--- src/design/amk_pkg.sv ---
// Shared types, constants and the Morse code ROM for the ASCII-to-Morse keyer.
// Depends on nothing; imported by amk_seq, amk_mul and ascii_to_morse_keying.
`timescale 1ns / 1ps
`default_nettype none

package amk_pkg;

    localparam int CHAR_W  = 8;
    localparam int UNIT_W  = 4;
    localparam int SAMP_W  = 12;
    localparam int DUR_W   = 16;
    localparam int ELEM_N  = 7;               // most elements in one pattern
    localparam int ELEM_IW = $clog2(ELEM_N);  // element index width
    localparam int ENTRY_W = 11;              // {count[2:0], pattern[7:0]}
    localparam int CFG_IW  = 3;
    localparam int CFG_DW  = 12;

    localparam logic [CHAR_W-1:0] CH_NEWLINE    = 8'd10;
    localparam logic [CHAR_W-1:0] CH_SPACE      = 8'd32;
    localparam logic [CHAR_W-1:0] CH_APOSTROPHE = 8'd39;
    localparam logic [CHAR_W-1:0] CH_BACKQUOTE  = 8'd96;
    localparam logic [CHAR_W-1:0] CH_LOWER_A    = 8'd97;
    localparam logic [CHAR_W-1:0] CH_LOWER_Z    = 8'd122;
    localparam logic [CHAR_W-1:0] CASE_OFFSET   = 8'd32;

    localparam logic [CFG_IW-1:0] CFG_UNIT_SAMPLES = 3'd0;
    localparam logic [CFG_IW-1:0] CFG_DASH_UNITS   = 3'd1;
    localparam logic [CFG_IW-1:0] CFG_EGAP_UNITS   = 3'd2;
    localparam logic [CFG_IW-1:0] CFG_LGAP_UNITS   = 3'd3;
    localparam logic [CFG_IW-1:0] CFG_WGAP_UNITS   = 3'd4;

    localparam logic [SAMP_W-1:0] RST_UNIT_SAMPLES = 12'd60;
    localparam logic [UNIT_W-1:0] RST_DASH_UNITS   = 4'd3;
    localparam logic [UNIT_W-1:0] RST_EGAP_UNITS   = 4'd1;
    localparam logic [UNIT_W-1:0] RST_LGAP_UNITS   = 4'd3;
    localparam logic [UNIT_W-1:0] RST_WGAP_UNITS   = 4'd7;
    localparam logic [UNIT_W-1:0] DOT_UNITS        = 4'd1;

    typedef enum logic [2:0] {
        ST_IDLE,
        ST_LGAP,
        ST_ELEM,
        ST_EGAP,
        ST_WORD
    } state_t;

    // One keying segment before scaling by the unit length.
    typedef struct packed {
        logic              tone;
        logic [UNIT_W-1:0] units;
        logic              last;
    } seg_t;

    typedef struct packed {
        logic [UNIT_W-1:0] dash;
        logic [UNIT_W-1:0] egap;
        logic [UNIT_W-1:0] lgap;
        logic [UNIT_W-1:0] wgap;
    } gap_cfg_t;

    // Pattern: first element in bit count-1, 1 = dash. Count 0 = unmapped.
    function automatic logic [ENTRY_W-1:0] amk_code_rom(input logic [CHAR_W-1:0] addr);
        logic [ENTRY_W-1:0] w;
        case (addr)
            8'd65:   w = {3'd2, 8'b01};
            8'd66:   w = {3'd4, 8'b1000};
            8'd67:   w = {3'd4, 8'b1010};
            8'd68:   w = {3'd3, 8'b100};
            8'd69:   w = {3'd1, 8'b0};
            8'd70:   w = {3'd4, 8'b0010};
            8'd71:   w = {3'd3, 8'b110};
            8'd72:   w = {3'd4, 8'b0000};
            8'd73:   w = {3'd2, 8'b00};
            8'd74:   w = {3'd4, 8'b0111};
            8'd75:   w = {3'd3, 8'b101};
            8'd76:   w = {3'd4, 8'b0100};
            8'd77:   w = {3'd2, 8'b11};
            8'd78:   w = {3'd2, 8'b10};
            8'd79:   w = {3'd3, 8'b111};
            8'd80:   w = {3'd4, 8'b0110};
            8'd81:   w = {3'd4, 8'b1101};
            8'd82:   w = {3'd3, 8'b010};
            8'd83:   w = {3'd3, 8'b000};
            8'd84:   w = {3'd1, 8'b1};
            8'd85:   w = {3'd3, 8'b001};
            8'd86:   w = {3'd4, 8'b0001};
            8'd87:   w = {3'd3, 8'b011};
            8'd88:   w = {3'd4, 8'b1001};
            8'd89:   w = {3'd4, 8'b1011};
            8'd90:   w = {3'd4, 8'b1100};
            8'd48:   w = {3'd5, 8'b11111};
            8'd49:   w = {3'd5, 8'b01111};
            8'd50:   w = {3'd5, 8'b00111};
            8'd51:   w = {3'd5, 8'b00011};
            8'd52:   w = {3'd5, 8'b00001};
            8'd53:   w = {3'd5, 8'b00000};
            8'd54:   w = {3'd5, 8'b10000};
            8'd55:   w = {3'd5, 8'b11000};
            8'd56:   w = {3'd5, 8'b11100};
            8'd57:   w = {3'd5, 8'b11110};
            8'd33:   w = {3'd6, 8'b101011};
            8'd34:   w = {3'd6, 8'b010010};
            8'd36:   w = {3'd7, 8'b0001001};
            8'd38:   w = {3'd5, 8'b01000};
            8'd39:   w = {3'd6, 8'b011110};
            8'd40:   w = {3'd5, 8'b10110};
            8'd41:   w = {3'd6, 8'b101101};
            8'd43:   w = {3'd5, 8'b01010};
            8'd44:   w = {3'd6, 8'b110011};
            8'd45:   w = {3'd6, 8'b100001};
            8'd46:   w = {3'd6, 8'b010101};
            8'd47:   w = {3'd5, 8'b10010};
            8'd58:   w = {3'd6, 8'b111000};
            8'd59:   w = {3'd6, 8'b101010};
            8'd61:   w = {3'd5, 8'b10001};
            8'd63:   w = {3'd6, 8'b001100};
            8'd64:   w = {3'd6, 8'b011010};
            8'd95:   w = {3'd6, 8'b001101};
            default: w = '0;
        endcase
        return w;
    endfunction

endpackage

`default_nettype wire

--- src/design/amk_seq.sv ---
// Character sequencer: decodes one byte through the code ROM and walks its
// segments (letter gap, elements, element gaps, word gap). Uses amk_pkg.
`timescale 1ns / 1ps
`default_nettype none

module amk_seq import amk_pkg::*; (
    input  wire logic              aclk,
    input  wire logic              aresetn,
    input  wire logic              s_tvalid,
    output logic                   s_tready,
    input  wire logic [CHAR_W-1:0] char_code,
    input  wire gap_cfg_t          gap_cfg,
    output logic                   seg_valid,
    input  wire logic              seg_ready,
    output seg_t                   seg
);

    state_t              state_reg, state_next;
    logic [ELEM_N-1:0]   pat_reg, pat_next;
    logic [ELEM_IW-1:0]  rem_reg, rem_next;
    logic                word_reg, word_next;
    logic                prev_space_reg, prev_space_next;

    logic                is_space, is_word;
    logic [CHAR_W-1:0]   addr;
    logic [ENTRY_W-1:0]  entry;
    logic [ELEM_IW-1:0]  n_elem;
    logic                cur_dash;

    always_comb begin
        is_space = (char_code == CH_SPACE);
        is_word  = is_space || (char_code == CH_NEWLINE);
        if (char_code == CH_BACKQUOTE) begin
            addr = CH_APOSTROPHE;
        end else if (char_code >= CH_LOWER_A && char_code <= CH_LOWER_Z) begin
            addr = char_code - CASE_OFFSET;
        end else begin
            addr = char_code;
        end
        entry  = amk_code_rom(addr);
        n_elem = entry[ENTRY_W-1:8];
        cur_dash = pat_reg[rem_reg];
    end

    // next state
    always_comb begin
        state_next      = state_reg;
        pat_next        = pat_reg;
        rem_next        = rem_reg;
        word_next       = word_reg;
        prev_space_next = prev_space_reg;
        case (state_reg)
            ST_IDLE: begin
                // unmapped bytes are dropped and leave the state alone
                if (s_tvalid && (is_word || n_elem != '0)) begin
                    pat_next        = entry[ELEM_N-1:0];
                    rem_next        = n_elem - 1'b1;
                    word_next       = is_word;
                    prev_space_next = is_space;
                    if (!prev_space_reg && !is_space) begin
                        state_next = ST_LGAP;
                    end else if (is_word) begin
                        state_next = ST_WORD;
                    end else begin
                        state_next = ST_ELEM;
                    end
                end
            end
            ST_LGAP: begin
                if (seg_ready) state_next = word_reg ? ST_WORD : ST_ELEM;
            end
            ST_WORD: begin
                if (seg_ready) state_next = ST_IDLE;
            end
            ST_ELEM: begin
                if (seg_ready) state_next = (rem_reg == '0) ? ST_IDLE : ST_EGAP;
            end
            ST_EGAP: begin
                if (seg_ready) begin
                    rem_next   = rem_reg - 1'b1;
                    state_next = ST_ELEM;
                end
            end
            default: state_next = ST_IDLE;
        endcase
    end

    // outputs
    always_comb begin
        s_tready  = 1'b0;
        seg_valid = 1'b1;
        seg       = '0;
        case (state_reg)
            ST_IDLE: begin
                s_tready  = 1'b1;
                seg_valid = 1'b0;
            end
            ST_LGAP: seg.units = gap_cfg.lgap;
            ST_WORD: begin
                seg.units = gap_cfg.wgap;
                seg.last  = 1'b1;
            end
            ST_ELEM: begin
                seg.tone  = 1'b1;
                seg.units = cur_dash ? gap_cfg.dash : DOT_UNITS;
                seg.last  = (rem_reg == '0);
            end
            ST_EGAP: seg.units = gap_cfg.egap;
            default: seg_valid = 1'b0;
        endcase
    end

    always_ff @(posedge aclk) begin
        if (!aresetn) begin
            state_reg      <= ST_IDLE;
            prev_space_reg <= 1'b1;
        end else begin
            state_reg      <= state_next;
            prev_space_reg <= prev_space_next;
        end
        pat_reg  <= pat_next;
        rem_reg  <= rem_next;
        word_reg <= word_next;
    end

endmodule

`default_nettype wire

--- src/design/amk_mul.sv ---
// Bit-serial scaler: units times unit_samples by shift-and-add, one unit bit
// per cycle, last bit held until the output register is free. Uses amk_pkg.
`timescale 1ns / 1ps
`default_nettype none

module amk_mul import amk_pkg::*; (
    input  wire logic              aclk,
    input  wire logic              aresetn,
    input  wire logic [SAMP_W-1:0] unit_samples,
    input  wire logic              seg_valid,
    output logic                   seg_ready,
    input  wire seg_t              seg,
    output logic                   m_tvalid,
    input  wire logic              m_tready,
    output logic                   out_tone,
    output logic [DUR_W-1:0]       out_duration,
    output logic                   out_last
);

    localparam int CNT_W = $clog2(UNIT_W);

    logic              busy_reg, busy_next;
    logic [CNT_W-1:0]  cnt_reg, cnt_next;
    logic [DUR_W-1:0]  acc_reg, acc_next;
    logic [DUR_W-1:0]  md_reg, md_next;
    logic [UNIT_W-1:0] mr_reg, mr_next;
    logic              tone_reg, tone_next;
    logic              last_reg, last_next;
    logic              ovalid_reg, ovalid_next;
    logic              otone_reg, otone_next;
    logic [DUR_W-1:0]  odur_reg, odur_next;
    logic              olast_reg, olast_next;

    logic              out_free, final_step, advance;
    logic [DUR_W-1:0]  step_acc;

    always_comb begin
        out_free   = !ovalid_reg || m_tready;
        final_step = (cnt_reg == CNT_W'(UNIT_W - 1));
        advance    = busy_reg && (!final_step || out_free);
        step_acc   = acc_reg + (mr_reg[0] ? md_reg : '0);
        seg_ready  = !busy_reg;

        busy_next   = busy_reg;
        cnt_next    = cnt_reg;
        acc_next    = acc_reg;
        md_next     = md_reg;
        mr_next     = mr_reg;
        tone_next   = tone_reg;
        last_next   = last_reg;
        ovalid_next = ovalid_reg && !m_tready;
        otone_next  = otone_reg;
        odur_next   = odur_reg;
        olast_next  = olast_reg;

        if (seg_valid && !busy_reg) begin
            busy_next = 1'b1;
            cnt_next  = '0;
            acc_next  = '0;
            md_next   = DUR_W'(unit_samples);
            mr_next   = seg.units;
            tone_next = seg.tone;
            last_next = seg.last;
        end else if (advance) begin
            acc_next = step_acc;
            md_next  = {md_reg[DUR_W-2:0], 1'b0};
            mr_next  = {1'b0, mr_reg[UNIT_W-1:1]};
            cnt_next = cnt_reg + 1'b1;
            if (final_step) begin
                // product complete: hand it to the output register
                busy_next   = 1'b0;
                ovalid_next = 1'b1;
                otone_next  = tone_reg;
                odur_next   = step_acc;
                olast_next  = last_reg;
            end
        end
    end

    always_ff @(posedge aclk) begin
        if (!aresetn) begin
            busy_reg   <= 1'b0;
            ovalid_reg <= 1'b0;
        end else begin
            busy_reg   <= busy_next;
            ovalid_reg <= ovalid_next;
        end
        cnt_reg   <= cnt_next;
        acc_reg   <= acc_next;
        md_reg    <= md_next;
        mr_reg    <= mr_next;
        tone_reg  <= tone_next;
        last_reg  <= last_next;
        otone_reg <= otone_next;
        odur_reg  <= odur_next;
        olast_reg <= olast_next;
    end

    assign m_tvalid     = ovalid_reg;
    assign out_tone     = otone_reg;
    assign out_duration = odur_reg;
    assign out_last     = olast_reg;

endmodule

`default_nettype wire

--- src/design/ascii_to_morse_keying.sv ---
// ASCII-to-Morse keyer top level: configuration registers, sequencer and
// serial scaler. Uses amk_pkg, amk_seq and amk_mul.
//
// Each accepted byte yields zero to fourteen keying segments on the master
// stream, the final one flagged by m_tlast; an unmapped byte yields none.
// The shift-and-add scaler loads a segment, then steps through each bit of its
// 4-bit unit count, and takes no new segment until it has finished. A new byte
// is taken once the sequencer has handed its last segment to the scaler.
// Configuration writes are always accepted.
`timescale 1ns / 1ps
`default_nettype none

module ascii_to_morse_keying import amk_pkg::*; (
    input  wire logic              aclk,
    input  wire logic              aresetn,
    input  wire logic              s_tvalid,
    output logic                   s_tready,
    input  wire logic [7:0]        s_tdata,   // [7:0] char_code
    output logic                   m_tvalid,
    input  wire logic              m_tready,
    output logic [23:0]            m_tdata,   // [0] tone_on, [16:1] duration_samples, zero pad
    output logic                   m_tlast,   // last
    input  wire logic              cfg_valid,
    output logic                   cfg_ready,
    input  wire logic [CFG_IW-1:0] cfg_index,
    input  wire logic [CFG_DW-1:0] cfg_data
);

    logic [SAMP_W-1:0] unit_samples_reg;
    logic [UNIT_W-1:0] dash_reg, egap_reg, lgap_reg, wgap_reg;
    gap_cfg_t          gap_cfg;

    logic              seg_valid, seg_ready;
    seg_t              seg;
    logic              out_tone, out_last;
    logic [DUR_W-1:0]  out_duration;

    assign cfg_ready = 1'b1;

    always_ff @(posedge aclk) begin
        if (!aresetn) begin
            unit_samples_reg <= RST_UNIT_SAMPLES;
            dash_reg         <= RST_DASH_UNITS;
            egap_reg         <= RST_EGAP_UNITS;
            lgap_reg         <= RST_LGAP_UNITS;
            wgap_reg         <= RST_WGAP_UNITS;
        end else if (cfg_valid) begin
            case (cfg_index)
                CFG_UNIT_SAMPLES: unit_samples_reg <= cfg_data;
                CFG_DASH_UNITS:   dash_reg <= cfg_data[UNIT_W-1:0];
                CFG_EGAP_UNITS:   egap_reg <= cfg_data[UNIT_W-1:0];
                CFG_LGAP_UNITS:   lgap_reg <= cfg_data[UNIT_W-1:0];
                CFG_WGAP_UNITS:   wgap_reg <= cfg_data[UNIT_W-1:0];
                default: ;
            endcase
        end
    end

    assign gap_cfg = '{dash: dash_reg, egap: egap_reg, lgap: lgap_reg, wgap: wgap_reg};

    amk_seq u_seq (
        .aclk      (aclk),
        .aresetn   (aresetn),
        .s_tvalid  (s_tvalid),
        .s_tready  (s_tready),
        .char_code (s_tdata),
        .gap_cfg   (gap_cfg),
        .seg_valid (seg_valid),
        .seg_ready (seg_ready),
        .seg       (seg)
    );

    amk_mul u_mul (
        .aclk         (aclk),
        .aresetn      (aresetn),
        .unit_samples (unit_samples_reg),
        .seg_valid    (seg_valid),
        .seg_ready    (seg_ready),
        .seg          (seg),
        .m_tvalid     (m_tvalid),
        .m_tready     (m_tready),
        .out_tone     (out_tone),
        .out_duration (out_duration),
        .out_last     (out_last)
    );

    assign m_tdata = {7'b0, out_duration, out_tone};
    assign m_tlast = out_last;

`ifndef NO_ASSERTIONS
    // sequencer only takes a byte when it has nothing left to hand over
    a_ready_idle: assert property (@(posedge aclk) disable iff (!aresetn)
        s_tready |-> !seg_valid)
        else $error("byte taken while segments pending");

    // a segment offered to the scaler holds until it is taken
    a_seg_hold: assert property (@(posedge aclk) disable iff (!aresetn)
        seg_valid && !seg_ready |=> seg_valid && $stable(seg))
        else $error("segment changed while stalled");

    // a final silence is always the word gap
    a_word_gap: assert property (@(posedge aclk) disable iff (!aresetn)
        m_tvalid && m_tlast && !m_tdata[0] |->
            m_tdata[16:1] == DUR_W'(wgap_reg) * DUR_W'(unit_samples_reg))
        else $error("final silence is not a word gap");
`endif

endmodule

`default_nettype wire

--- config.mk ---
export PLATFORM = sky130hd
export DESIGN_NAME = ascii_to_morse_keying
export DESIGN_NICKNAME = d
export VERILOG_FILES = /design/src/design/amk_pkg.sv /design/src/design/amk_seq.sv /design/src/design/amk_mul.sv /design/src/design/ascii_to_morse_keying.sv
export SDC_FILE = /design/constraint.sdc
export NUM_CORES = 1
export LEC_CHECK = 0
export ABC_CLOCK_PERIOD_IN_PS = 9900
export BUFFER_PORTS_ARGS = -buffer_cell sky130_fd_sc_hd__buf_2
export CAP_MARGIN = 30
export CORE_ASPECT_RATIO = 1.4
export CORE_MARGIN = 3
export CORE_UTILIZATION = 45
export DETAILED_ROUTE_END_ITERATION = 8
export GPL_TIMING_DRIVEN = 0
export MAX_ROUTING_LAYER = met4
export PLACE_DENSITY = 0.71
export SETUP_SLACK_MARGIN = 0.02
export SLEW_MARGIN = 20
export SYNTH_ARGS = -nofsm -noshare
export SYNTH_HDL_FRONTEND = slang
export SYNTH_SLANG_ARGS = --single-unit
export TNS_END_PERCENT = 5
--- constraint.sdc ---
create_clock -name aclk -period 9.9 [get_ports aclk]
set_clock_uncertainty 0.15 [all_clocks]
set_input_delay 1.98 -clock aclk [delete_from_list [all_inputs] [get_ports aclk]]
set_output_delay 1.98 -clock aclk [all_outputs]
set_load 0.02 [all_outputs]
==> results of run 1 <==
## cell usage in the layout, fill, tap and decap left out, types with 10 or more instances in the layout
cell / Yosys / routed
sky130_fd_sc_hd__nor2_1: 50 / 49
sky130_fd_sc_hd__mux2i_1: 25 / 25
sky130_fd_sc_hd__nand3_1: 26 / 26
sky130_fd_sc_hd__edfxtp_1: 46 / 46
sky130_fd_sc_hd__buf_2: 9 / 55
sky130_fd_sc_hd__and2_1: 18 / 18
sky130_fd_sc_hd__clkbuf_1: 25 / 25
sky130_fd_sc_hd__a21oi_1: 41 / 41
sky130_fd_sc_hd__dfxtp_1: 56 / 56
sky130_fd_sc_hd__o211ai_1: 11 / 11
sky130_fd_sc_hd__o21ai_0: 21 / 21
sky130_fd_sc_hd__ha_1: 28 / 28
sky130_fd_sc_hd__buf_4: 10 / 10
sky130_fd_sc_hd__nor3_1: 14 / 14
sky130_fd_sc_hd__nand2_1: 137 / 137
sky130_fd_sc_hd__clkbuf_16: 0 / 10
sky130_fd_sc_hd__xnor2_1: 13 / 13
sky130_fd_sc_hd__inv_1: 19 / 19
sky130_fd_sc_hd__nor2b_1: 20 / 20
## layer usage
layer | wire length (µm) | GRT usage (%) | vias to the layer above
met2 | 9510 | 47.2 | 187
met3 | 683 | 3.53 | 53
met5 | 0 | - | -
met1 | 5930 | 21.6 | 2562
li1 | - | - | 2603
met4 | 659 | 10.9 | 0
## cells by family (layout without fill, tap and decap cells)
group                    after synthesis  count (layout)
XOR/XNOR                              17              17
buffers and inverters                 67             130
AND/OR/NAND/NOR                      300             300
other                                  2               8
flip-flops                           102             102
AO/OA/AOI/OAI                        152             152
adder cells (fa/ha/maj)               29              29
multiplexers                          30              30
## power by group through the flow
stage,clock (mW),combinational (mW),sequential (mW)
floorplan,0,0.479,0.617
global placement,0,0.622,0.628
detailed placement,0,0.636,0.631
CTS,0.427,0.642,0.622
global route,0.443,0.718,0.631
finish,0.424,0.639,0.622
## area by class of cell
class                   count  share of cell area (%)
flip-flops and latches    102                    35.9
repair buffers             47                    3.46
inverters                  20                    1.08
well taps                 178                    3.19
clock buffers              10                    3.59
plain buffers              47                    3.34
clock inverters             6                    1.65
multi-input cells         536                    47.8
## worst paths after layout
path	endpoint	slack, ns	cells past startpoint	startpoint
worst max-delay path	u_seq.rem_reg[1]	3.63	17	s_tdata[0]
worst min-delay path	u_mul.out_last	0.28	0	u_mul.last_reg
worst max register to register	u_mul.acc_reg[14]	6.45	13	u_mul.mr_reg[0]
worst min register to register	u_mul.out_last	0.28	0	u_mul.last_reg
==> flow_metrics.env, run 1 <==
export IMPL_synth_cells_most_frequent="sky130_fd_sc_hd__nand2_1, sky130_fd_sc_hd__dfxtp_1, sky130_fd_sc_hd__nor2_1, sky130_fd_sc_hd__edfxtp_1, sky130_fd_sc_hd__a21oi_1"
export IMPL_postLayoutCoreUtil_pct=53.4
export IMPL_clock_insertion_delay_worst_skew_ns=0.35
export IMPL_tightest_slew_ns=0.890
export IMPL_total_power_mw=1.68
export IMPL_setup_viol=0
export IMPL_unrepaired_setup_endpoints_after_global_routing="no"
export IMPL_synthDistinctLibCells=72
export IMPL_path_class="in -> reg"
export IMPL_setup_worst_path_start_class="input port"
export IMPL_hpwlAfterDp_um=13100
export IMPL_grtUsageTotal_pct=23.5
export IMPL_area_growth_syn_to_layout_pct=14.0
export IMPL_synth_adder_area_share_pct=6.05
export IMPL_max_cap_violations=0
export IMPL_final_layout_size_suffix_gt1_share_pct=13.9
export IMPL_synth_top_area_cell="sky130_fd_sc_hd__edfxtp_1"
export IMPL_finalWorstPathRequiredPeriod_ns=6.27
export IMPL_fin_setup_tns_ns=0
export IMPL_timing_hold_violations_final=0
export IMPL_synth_area_per_cell_um2=8.76
export IMPL_sequential_cell_area_um2=2500
export IMPL_power_density_nw_per_um2=241
export IMPL_port_buffers=46
export IMPL_antenna_violations_before_repair=0
export IMPL_worst_hold_path_type="reg -> reg"
export IMPL_synthSimpleGateAreaFrac_pct=23.0
export IMPL_yosysWarningCount=0
export IMPL_post_cts_repair_setup_buffers=0
export IMPL_post_cts_resized_instances=0
export IMPL_die_height_um=144
export IMPL_grt_start_max_net_pins=18
export IMPL_antenna_left=0
export IMPL_final_design_area_no_fill_um2=6980
export IMPL_synth_mux_area_fraction_pct=5.19
export IMPL_grt_pass1_wl_um=27300
export IMPL_post_drt_via_cell_ratio=5.71
export IMPL_critPathMaxStageDelay_ns=0.54
export IMPL_crit_family="compound AO/OA/AOI/OAI gates"
export IMPL_synth_ff_latch_count=102
export IMPL_place_congestion=0.996
export IMPL_h_tree_depth=3
export IMPL_clock_slew_at_the_register_clock_pins_of_the_worst_setup_and_hold_paths_ns=0.07
export IMPL_final_period_utilization_pct=63.3
export IMPL_pwr_share_clk_pct=25.2
export IMPL_numCtsBuffers=9
export IMPL_endpoint_kind="flip-flop"
export IMPL_final_setup_worst_slack_ns=3.63
export IMPL_post_synth_main_area_contributors="sky130_fd_sc_hd__edfxtp_1, sky130_fd_sc_hd__dfxtp_1, sky130_fd_sc_hd__nand2_1"
export IMPL_placement_rows=49
export IMPL_crit_arrival_ns=6.14
export IMPL_finalHoldWorstSlack_ns=0.280
export IMPL_timing_critical_path_mode_cell="sky130_fd_sc_hd__nand2_1"
export IMPL_drtIter0Drc=353
export IMPL_share_of_the_yosys_chip_area_belonging_to_registers_pct=40.9
export IMPL_cts_tree="built"
export IMPL_async_flop_share_pct=0
export IMPL_internal_power_mw=1.07
export IMPL_critical_path_peak_fanout=10
export IMPL_crit_slowest_cell="sky130_fd_sc_hd__a2111oi_2"
export IMPL_maxSlewViolCount=0
export IMPL_path_cells="buf_2 -> clkbuf_1 -> inv_1 -> ha_1 -> nand3_1 -> nor3_4 -> nand2_1 -> nand2_1 -> ha_1 -> clkbuf_1 -> nand2_1 -> o211ai_1 -> nand2_1 -> a2111oi_2 -> a2111oi_2 -> a21oi_4 -> o21bai_1"
export IMPL_worst_path_bufs_invs=4
export IMPL_switching_power_mw=0.610
export IMPL_die_width_um=105
export IMPL_status="finished clean"
export IMPL_synth_ff_type="sky130_fd_sc_hd__dfxtp_1"
export IMPL_detail_route_first_pass_iterations=7
export IMPL_synth_edff_count=46
export IMPL_syn_cell_area_um2=6120
export IMPL_required_ns=9.78
export IMPL_cts_root_buffer="sky130_fd_sc_hd__clkbuf_16"
export IMPL_largest_family_of_logic_cells_by_synthesized_area="simple AND/OR/NAND/NOR gates"
export IMPL_power_share_combinational_pct=37.9
export IMPL_synth_compound_gate_area_share_pct=17.3
export IMPL_detail_route_wl_per_cell_um=17.7
export IMPL_netlist_instances=699
export IMPL_core_area_um2=13100
export IMPL_maximum_resistive_drop_on_vdd_mv=0.128
export IMPL_layout_cells_non_filler=946
export IMPL_dp_slack_ns=3.29
export IMPL_place_area_um2=6610
export IMPL_number_of_nets_in_the_layout=820
export IMPL_via_count=5405
export IMPL_route_final_wire_length_um=16800
export IMPL_ctsLongestPathBuffers=2
export IMPL_clock_fmax_mhz=160
export IMPL_netSwitchingFraction_pct=36.2
export IMPL_die_area_um2=15100
export IMPL_part_of_the_total_power_dissipated_in_sequential_elements_pct=36.9
export IMPL_ioPinCount=56
export IMPL_leakage_nw=2.83
export IMPL_remaining_drc_errors=0
export IMPL_vias_in_the_first_global_route=5441
export IMPL_antenna_diode_count=0
export IMPL_initial_core_util_pct=46.9
export IMPL_slew_limit_headroom_pct=40.1
export IMPL_synth_top_cell_area_share_pct=22.6
export IMPL_top_count_cell_post_synth="sky130_fd_sc_hd__nand2_1"
export IMPL_cts_hold_buf=0
export IMPL_tritoncts_num_sinks=102
export IMPL_dp_cells=930
export IMPL_fillerInstances=1232
export IMPL_grt_overflow_total=0
export IMPL_synth_xor_area_share_pct=2.43
export IMPL_multi_input_logic_area_um2=3340
Power figures use the tool's default switching activity.
==> run 2, diff against run 1 <==
Settings changed: ABC_AREA from default to 1, ABC_CLOCK_PERIOD_IN_PS 9900 to 6260.
Clock period 9.9 ns to 6.26 ns, I/O delays scaled along.
==> run 2 against run 1 <==
Core utilization decreased by 0.63 points. Global-route usage decreased by 2.7 points. Combinational power increased by 55%. Via count decreased by 5.3%. Clock-buffer cell count decreased by 1. Design area decreased by 4.6%. Critical endpoint is now u_seq.rem_reg[0]. Worst setup slack got worse by 1.6 ns.
==> flow_metrics.env, run 2 <==
export IMPL_status="finished clean"
export IMPL_synth_ff_type="sky130_fd_sc_hd__dfxtp_1"
export IMPL_via_count=5118
export IMPL_power_density_nw_per_um2=381
export IMPL_post_cts_repair_setup_buffers=0
export IMPL_die_width_um=103
export IMPL_die_area_um2=14600
export IMPL_finalWorstPathRequiredPeriod_ns=4.20
export IMPL_crit_arrival_ns=4.05
export IMPL_final_design_area_no_fill_um2=6660
export IMPL_max_cap_violations=0
export IMPL_cts_tree="built"
export IMPL_fillerInstances=1252
export IMPL_die_height_um=142
export IMPL_total_power_mw=2.53
export IMPL_fin_setup_tns_ns=0
export IMPL_synth_area_per_cell_um2=7.70
export IMPL_area_growth_syn_to_layout_pct=12.6
export IMPL_required_ns=6.11
export IMPL_synthDistinctLibCells=47
export IMPL_maxSlewViolCount=0
export IMPL_clock_insertion_delay_worst_skew_ns=0.35
export IMPL_ioPinCount=56
export IMPL_port_buffers=46
export IMPL_detail_route_wl_per_cell_um=14.3
export IMPL_synth_top_area_cell="sky130_fd_sc_hd__edfxtp_1"
export IMPL_drtIter0Drc=345
export IMPL_grtUsageTotal_pct=20.7
export IMPL_yosysWarningCount=0
export IMPL_timing_hold_violations_final=0
export IMPL_syn_cell_area_um2=5910
export IMPL_timing_critical_path_mode_cell="sky130_fd_sc_hd__nand2_1"
export IMPL_post_cts_resized_instances=0
export IMPL_place_congestion=1.00
export IMPL_endpoint_kind="flip-flop"
export IMPL_antenna_diode_count=0
export IMPL_maximum_resistive_drop_on_vdd_mv=0.232
export IMPL_path_cells="buf_2 -> inv_1 -> ha_1 -> nand2_2 -> nor2_2 -> nand2_2 -> buf_6 -> nand2_2 -> ha_1 -> a21oi_2 -> nor2_1 -> inv_1 -> nand2_1 -> nand2_1 -> nand2_1 -> nand2_1 -> nand2_1 -> nand2_1 -> nand2_2 -> o21bai_4 -> nor2_4 -> inv_1 -> o31ai_1"
export IMPL_synth_edff_count=46
export IMPL_synth_ff_latch_count=102
export IMPL_critPathMaxStageDelay_ns=0.27
export IMPL_share_of_the_yosys_chip_area_belonging_to_registers_pct=42.3
export IMPL_tritoncts_num_sinks=102
export IMPL_grt_overflow_total=0
export IMPL_tightest_slew_ns=0.589
export IMPL_placement_rows=48
export IMPL_core_area_um2=12600
export IMPL_setup_viol=0
export IMPL_detail_route_first_pass_iterations=5
export IMPL_critical_path_peak_fanout=10
export IMPL_clock_slew_at_the_register_clock_pins_of_the_worst_setup_and_hold_paths_ns=0.07
export IMPL_numCtsBuffers=9
export IMPL_hpwlAfterDp_um=10900
export IMPL_endpoint="u_seq.rem_reg[0]"
export IMPL_synth_top_cell_area_share_pct=23.4
export IMPL_antenna_violations_before_repair=0
export IMPL_cts_hold_buf=0
export IMPL_vias_in_the_first_global_route=5000
export IMPL_clock_fmax_mhz=238
export IMPL_final_cell_mix="sky130_fd_sc_hd__nand2_1, sky130_fd_sc_hd__inv_1, sky130_fd_sc_hd__nor2_1"
export IMPL_setup_slack_on_the_worst_flop_to_flop_path_ns=2.89
export IMPL_netlist_instances=768
export IMPL_final_layout_size_suffix_gt1_share_pct=13.7
export IMPL_grt_start_max_net_pins=20
export IMPL_worst_r2r_startpoint="u_mul.mr_reg[0]"
export IMPL_async_flop_share_pct=0
export IMPL_path_class="in -> reg"
export IMPL_antenna_left=0
export IMPL_place_area_um2=6370
export IMPL_number_of_nets_in_the_layout=889
export IMPL_crit_slowest_cell="sky130_fd_sc_hd__ha_1"
export IMPL_leakage_nw=3.21
export IMPL_remaining_drc_errors=0
export IMPL_cts_root_buffer="sky130_fd_sc_hd__clkbuf_16"
export IMPL_ctsLongestPathBuffers=2
export IMPL_worst_hold_path_type="reg -> reg"
export IMPL_route_final_wire_length_um=14100
export IMPL_slew_limit_headroom_pct=60.6
export IMPL_synth_cells_most_frequent="sky130_fd_sc_hd__nand2_1, sky130_fd_sc_hd__inv_1, sky130_fd_sc_hd__nor2_1, sky130_fd_sc_hd__dfxtp_1, sky130_fd_sc_hd__edfxtp_1"
export IMPL_initial_core_util_pct=46.9
export IMPL_h_tree_depth=3
export IMPL_grt_pass1_wl_um=23200
export IMPL_post_synth_main_area_contributors="sky130_fd_sc_hd__edfxtp_1, sky130_fd_sc_hd__dfxtp_1, sky130_fd_sc_hd__nand2_1"
export IMPL_layout_cells_most_common="sky130_fd_sc_hd__nand2_1"
export IMPL_worst_r2r_path_depth=15
export IMPL_post_drt_via_cell_ratio=5.19
export IMPL_cp_startpoint="s_tdata[0]"
export IMPL_setup_worst_path_start_class="input port"
export IMPL_top_count_cell_post_synth="sky130_fd_sc_hd__nand2_1"
export IMPL_final_period_utilization_pct=67.1
export IMPL_worstReg2RegEnd="u_mul.acc_reg[12]"
export IMPL_unrepaired_setup_endpoints_after_global_routing="no"
-- run 2: cells by family after synthesis --
| kind of cell | synth area share, % |
|---|---|
| compound gates | 13.7 |
| simple gates | 25.3 |
| xor+xnor | 2.52 |
| flops | 42.3 |
| fa+ha+maj | 6.26 |
| buf+inv | 9.78 |
| other cells | 0.127 |
-- run 2: worst max-delay path: cells and delay by family --
kind            cells  cell delay (ns)
simple gates       13             1.26
compound gates      3             0.34
buf+inv             5             0.65
fa+ha+maj           2             0.54
-- run 2: stage by stage --
stage,worst slack (ns),util (%),hold slack [ns],cells
4_1_cts,2.03,52.8,0.282,987
6_report,2.06,52.8,0.282,987
3_5_place_dp,1.69,50.5,0.255,971
2_1_floorplan,2.45,-,0.250,774
3_3_place_gp,1.69,50.4,0.252,970
5_1_grt,1.70,52.8,0.289,987
-- run 2: metal layers --
layer | part of all wire (%) | vias to the layer above | GRT usage, %
met2 | 54 | 122 | 37.0
met4 | 4.4 | 0 | 10.4
met1 | 39 | 2333 | 21.5
met3 | 3.0 | 40 | 3.34
li1 | - | 2623 | -
met5 | 0 | - | -
-- run 2: worst min-delay path by stage --
stage,startpoint,end,slack [ns],cells past startpoint
final,u_mul.tone_reg,u_mul.out_tone,0.28,0
after global routing,u_mul.tone_reg,u_mul.out_tone,0.29,0
after CTS,u_mul.tone_reg,u_mul.out_tone,0.28,0
after detailed placement,u_mul.tone_reg,u_mul.out_tone,0.25,0
after global placement,u_mul.last_reg,u_mul.out_last,0.25,0
after floorplan,u_mul.last_reg,u_mul.out_last,0.25,0
-- run 2: area by class of cell --
type / instances / area [µm²] / area share (%)
Clock inverter: 7 / 65.1 / 0.977
Inverter: 102 / 388 / 5.83
Sequential cell: 102 / 2500 / 37.6
Multi-Input combinational cell: 538 / 2860 / 42.9
Timing Repair Buffer: 47 / 241 / 3.63
Buffer: 32 / 190 / 2.86
Clock buffer: 9 / 225 / 3.38
Tap cell: 150 / 188 / 2.82
-- run 2: power by group --
part | internal (mW) | switching [mW]
Clock | 0.278 | 0.264
Combinational | 0.335 | 0.654
Sequential | 0.928 | 0.0746
Total | 1.54 | 0.993
==> run 3, diff against run 2 <==
Settings changed: ABC_AREA 1 to 0, ABC_CLOCK_PERIOD_IN_PS 6260 to 3750, PLACE_DENSITY 0.71 to 0.74.
Clock period 6.26 ns to 3.75 ns, I/O delays scaled along.
==> run 3 against run 2 <==
Worst setup slack got worse by 1.9 ns. Register-to-register slack got worse by 2.5 ns. Non-clock buffer count increased by 27. Hold slack got worse by 0.011 ns. Final cell count decreased by 2.9%. Clock power increased by 69%. Flip-flop and latch count unchanged. Sequential share of layout area decreased by 2.5 points. Combinational power increased by 75%. Critical path type unchanged. Largest cell class unchanged. Largest power group is now combinational logic. Highest routed layer unchanged.
==> flow_metrics.env, run 3 (same netlist as run 1, synthesis figures left out) <==
export IMPL_maxSlewViolCount=0
export IMPL_clock_fmax_mhz=275
export IMPL_final_setup_worst_slack_ns=0.120
export IMPL_detail_route_wl_per_cell_um=17.6
export IMPL_path_cells="buf_2 -> clkbuf_8 -> inv_8 -> ha_4 -> nand3_4 -> nor3_4 -> nand2_4 -> nand2_4 -> ha_4 -> buf_6 -> nand2_1 -> o211ai_1 -> nand2_1 -> a2111oi_4 -> buf_4 -> a2111oi_4 -> a21oi_4 -> buf_4"
export IMPL_tritoncts_num_sinks=102
export IMPL_part_of_the_total_power_dissipated_in_sequential_elements_pct=38.4
export IMPL_power_density_nw_per_um2=603
export IMPL_clock_slew_at_the_register_clock_pins_of_the_worst_setup_and_hold_paths_ns=0.07
export IMPL_critical_path_peak_fanout=10
export IMPL_grtUsageMet2_pct=44.5
export IMPL_power_share_combinational_pct=40.3
export IMPL_number_of_nets_in_the_layout=832
export IMPL_path_class="in -> reg"
export IMPL_final_period_utilization_pct=96.8
export IMPL_ctsLongestPathBuffers=2
export IMPL_unrepaired_setup_endpoints_after_global_routing="yes"
export IMPL_area_growth_syn_to_layout_pct=16.6
export IMPL_leakage_nw=2.89
export IMPL_hpwlAfterDp_um=13000
export IMPL_globalRouteMet3Util_pct=3.97
export IMPL_detail_route_first_pass_iterations=5
export IMPL_grtUsageTotal_pct=23.7
export IMPL_pwr_share_clk_pct=21.3
export IMPL_die_area_um2=15100
export IMPL_setup_worst_path_start_class="input port"
export IMPL_cts_hold_buf=0
export IMPL_via_count=5484
export IMPL_grt_pass1_wl_um=27700
export IMPL_place_congestion=1.01
export IMPL_maximum_resistive_drop_on_vdd_mv=0.304
export IMPL_critPathMaxStageDelay_ns=0.42
export IMPL_clock_insertion_delay_worst_skew_ns=0.34
export IMPL_post_drt_via_cell_ratio=5.72
export IMPL_crit_arrival_ns=3.54
export IMPL_vias_in_the_first_global_route=5585
export IMPL_grt_overflow_total=0
export IMPL_internal_power_mw=2.68
export IMPL_globalRouteMet1Util_pct=22.4
export IMPL_cts_tree="built"
export IMPL_remaining_drc_errors=0
export IMPL_crit_slowest_cell="sky130_fd_sc_hd__a2111oi_4"
export IMPL_final_layout_size_suffix_gt1_share_pct=16.5
export IMPL_status="finished clean"
export IMPL_dp_slack_ns=-0.758
export IMPL_switching_power_mw=1.62
export IMPL_worst_path_bufs_invs=6
export IMPL_total_power_mw=4.30
export IMPL_setup_viol=0
export IMPL_h_tree_depth=3
export IMPL_finalWorstPathRequiredPeriod_ns=3.63
export IMPL_route_final_wire_length_um=16800
export IMPL_netSwitchingFraction_pct=37.7
export IMPL_place_area_um2=6720
export IMPL_numCtsBuffers=9
export IMPL_grt_start_max_net_pins=17
export IMPL_gr_max_usage_layer="met2"
export IMPL_max_cap_violations=0
export IMPL_final_cell_mix="sky130_fd_sc_hd__nand2_1, sky130_fd_sc_hd__dfxtp_1, sky130_fd_sc_hd__buf_2"
export IMPL_crit_family="buffers and inverters"
export IMPL_slew_limit_headroom_pct=39.4
export IMPL_initial_core_util_pct=46.9
export IMPL_final_design_area_no_fill_um2=7140
export IMPL_cts_root_buffer="sky130_fd_sc_hd__clkbuf_16"
export IMPL_die_height_um=144
export IMPL_fin_setup_tns_ns=0
export IMPL_postLayoutCoreUtil_pct=54.7
export IMPL_ioPinCount=56
export IMPL_worst_hold_path_type="reg -> reg"
export IMPL_drtIter0Drc=340
export IMPL_core_area_um2=13100
export IMPL_placement_rows=49
export IMPL_tightest_slew_ns=0.900
export IMPL_port_buffers=46
export IMPL_layout_cells_most_common="sky130_fd_sc_hd__nand2_1"
export IMPL_antenna_diode_count=0
export IMPL_antenna_left=0
export IMPL_endpoint_kind="flip-flop"
export IMPL_required_ns=3.66
export IMPL_antenna_violations_before_repair=0
export IMPL_die_width_um=105
export IMPL_timing_hold_violations_final=0
==> run 3: repair_timing <==
item                       4_1_cts  5_1_grt
resized for setup                1       10
pin swaps                        3        4
setup endpoints to repair       15       16
buffers inserted                 6        6
==> run 3: per-layer routing <==
layer	part of all wire (%)	wire length, µm
met3	5.0	835
met1	35	5860
met4	5.5	920
met2	55	9230
met5	0	0
==> run 3: final cells by class <==
type,instances,area (µm²)
Fill cell,1171,5920
Multi-Input combinational cell,536,3450
Sequential cell,102,2500
Timing Repair Buffer,59,335
Buffer,47,250
Clock buffer,10,229
Tap cell,178,223
Inverter,20,86.3
Clock inverter,6,62.6
==> run 3: path summary, 6_finish.rpt <==
check / slack, ns / startpoint / to / cells after the start
worst max register to register: 0.35 / u_mul.mr_reg[0] / u_mul.acc_reg[14] / 13
worst min-delay path: 0.27 / u_mul.tone_reg / u_mul.out_tone / 0
worst min register to register: 0.27 / u_mul.tone_reg / u_mul.out_tone / 0
worst max-delay path: 0.12 / s_tdata[0] / u_seq.pat_reg[1] / 18
==> run 3: power groups by stage <==
stage	Sequential (mW)	Combinational [mW]	Clock [mW]
finish	1.65	1.73	0.918
global route	1.68	1.96	0.985
CTS	1.65	1.73	0.940
detailed placement	1.67	1.70	0
global placement	1.66	1.65	0
floorplan	1.63	1.28	0
==> run 3: worst register-to-register path, cell delays in order, from the launching register on <==
cell and delay [ns]:
sky130_fd_sc_hd__edfxtp_1 0.50, sky130_fd_sc_hd__clkbuf_1 0.24, sky130_fd_sc_hd__and2_1 0.19, sky130_fd_sc_hd__ha_1 0.21, sky130_fd_sc_hd__inv_1 0.08, sky130_fd_sc_hd__fa_1 0.23
sky130_fd_sc_hd__nor2b_1 0.06, sky130_fd_sc_hd__o21a_1 0.17, sky130_fd_sc_hd__o21ai_0 0.36, sky130_fd_sc_hd__a211oi_2 0.18, sky130_fd_sc_hd__o311ai_0 0.46, sky130_fd_sc_hd__nand2_1 0.13
sky130_fd_sc_hd__xor2_1 0.18, sky130_fd_sc_hd__o2bb2ai_1 0.13
==> run 3: through the flow <==
step           std cells  hold slack, ns
2_1_floorplan        705           0.250
3_3_place_gp         929           0.256
3_5_place_dp         930           0.256
4_1_cts              952           0.272
5_1_grt              958           0.291
6_report             958           0.271
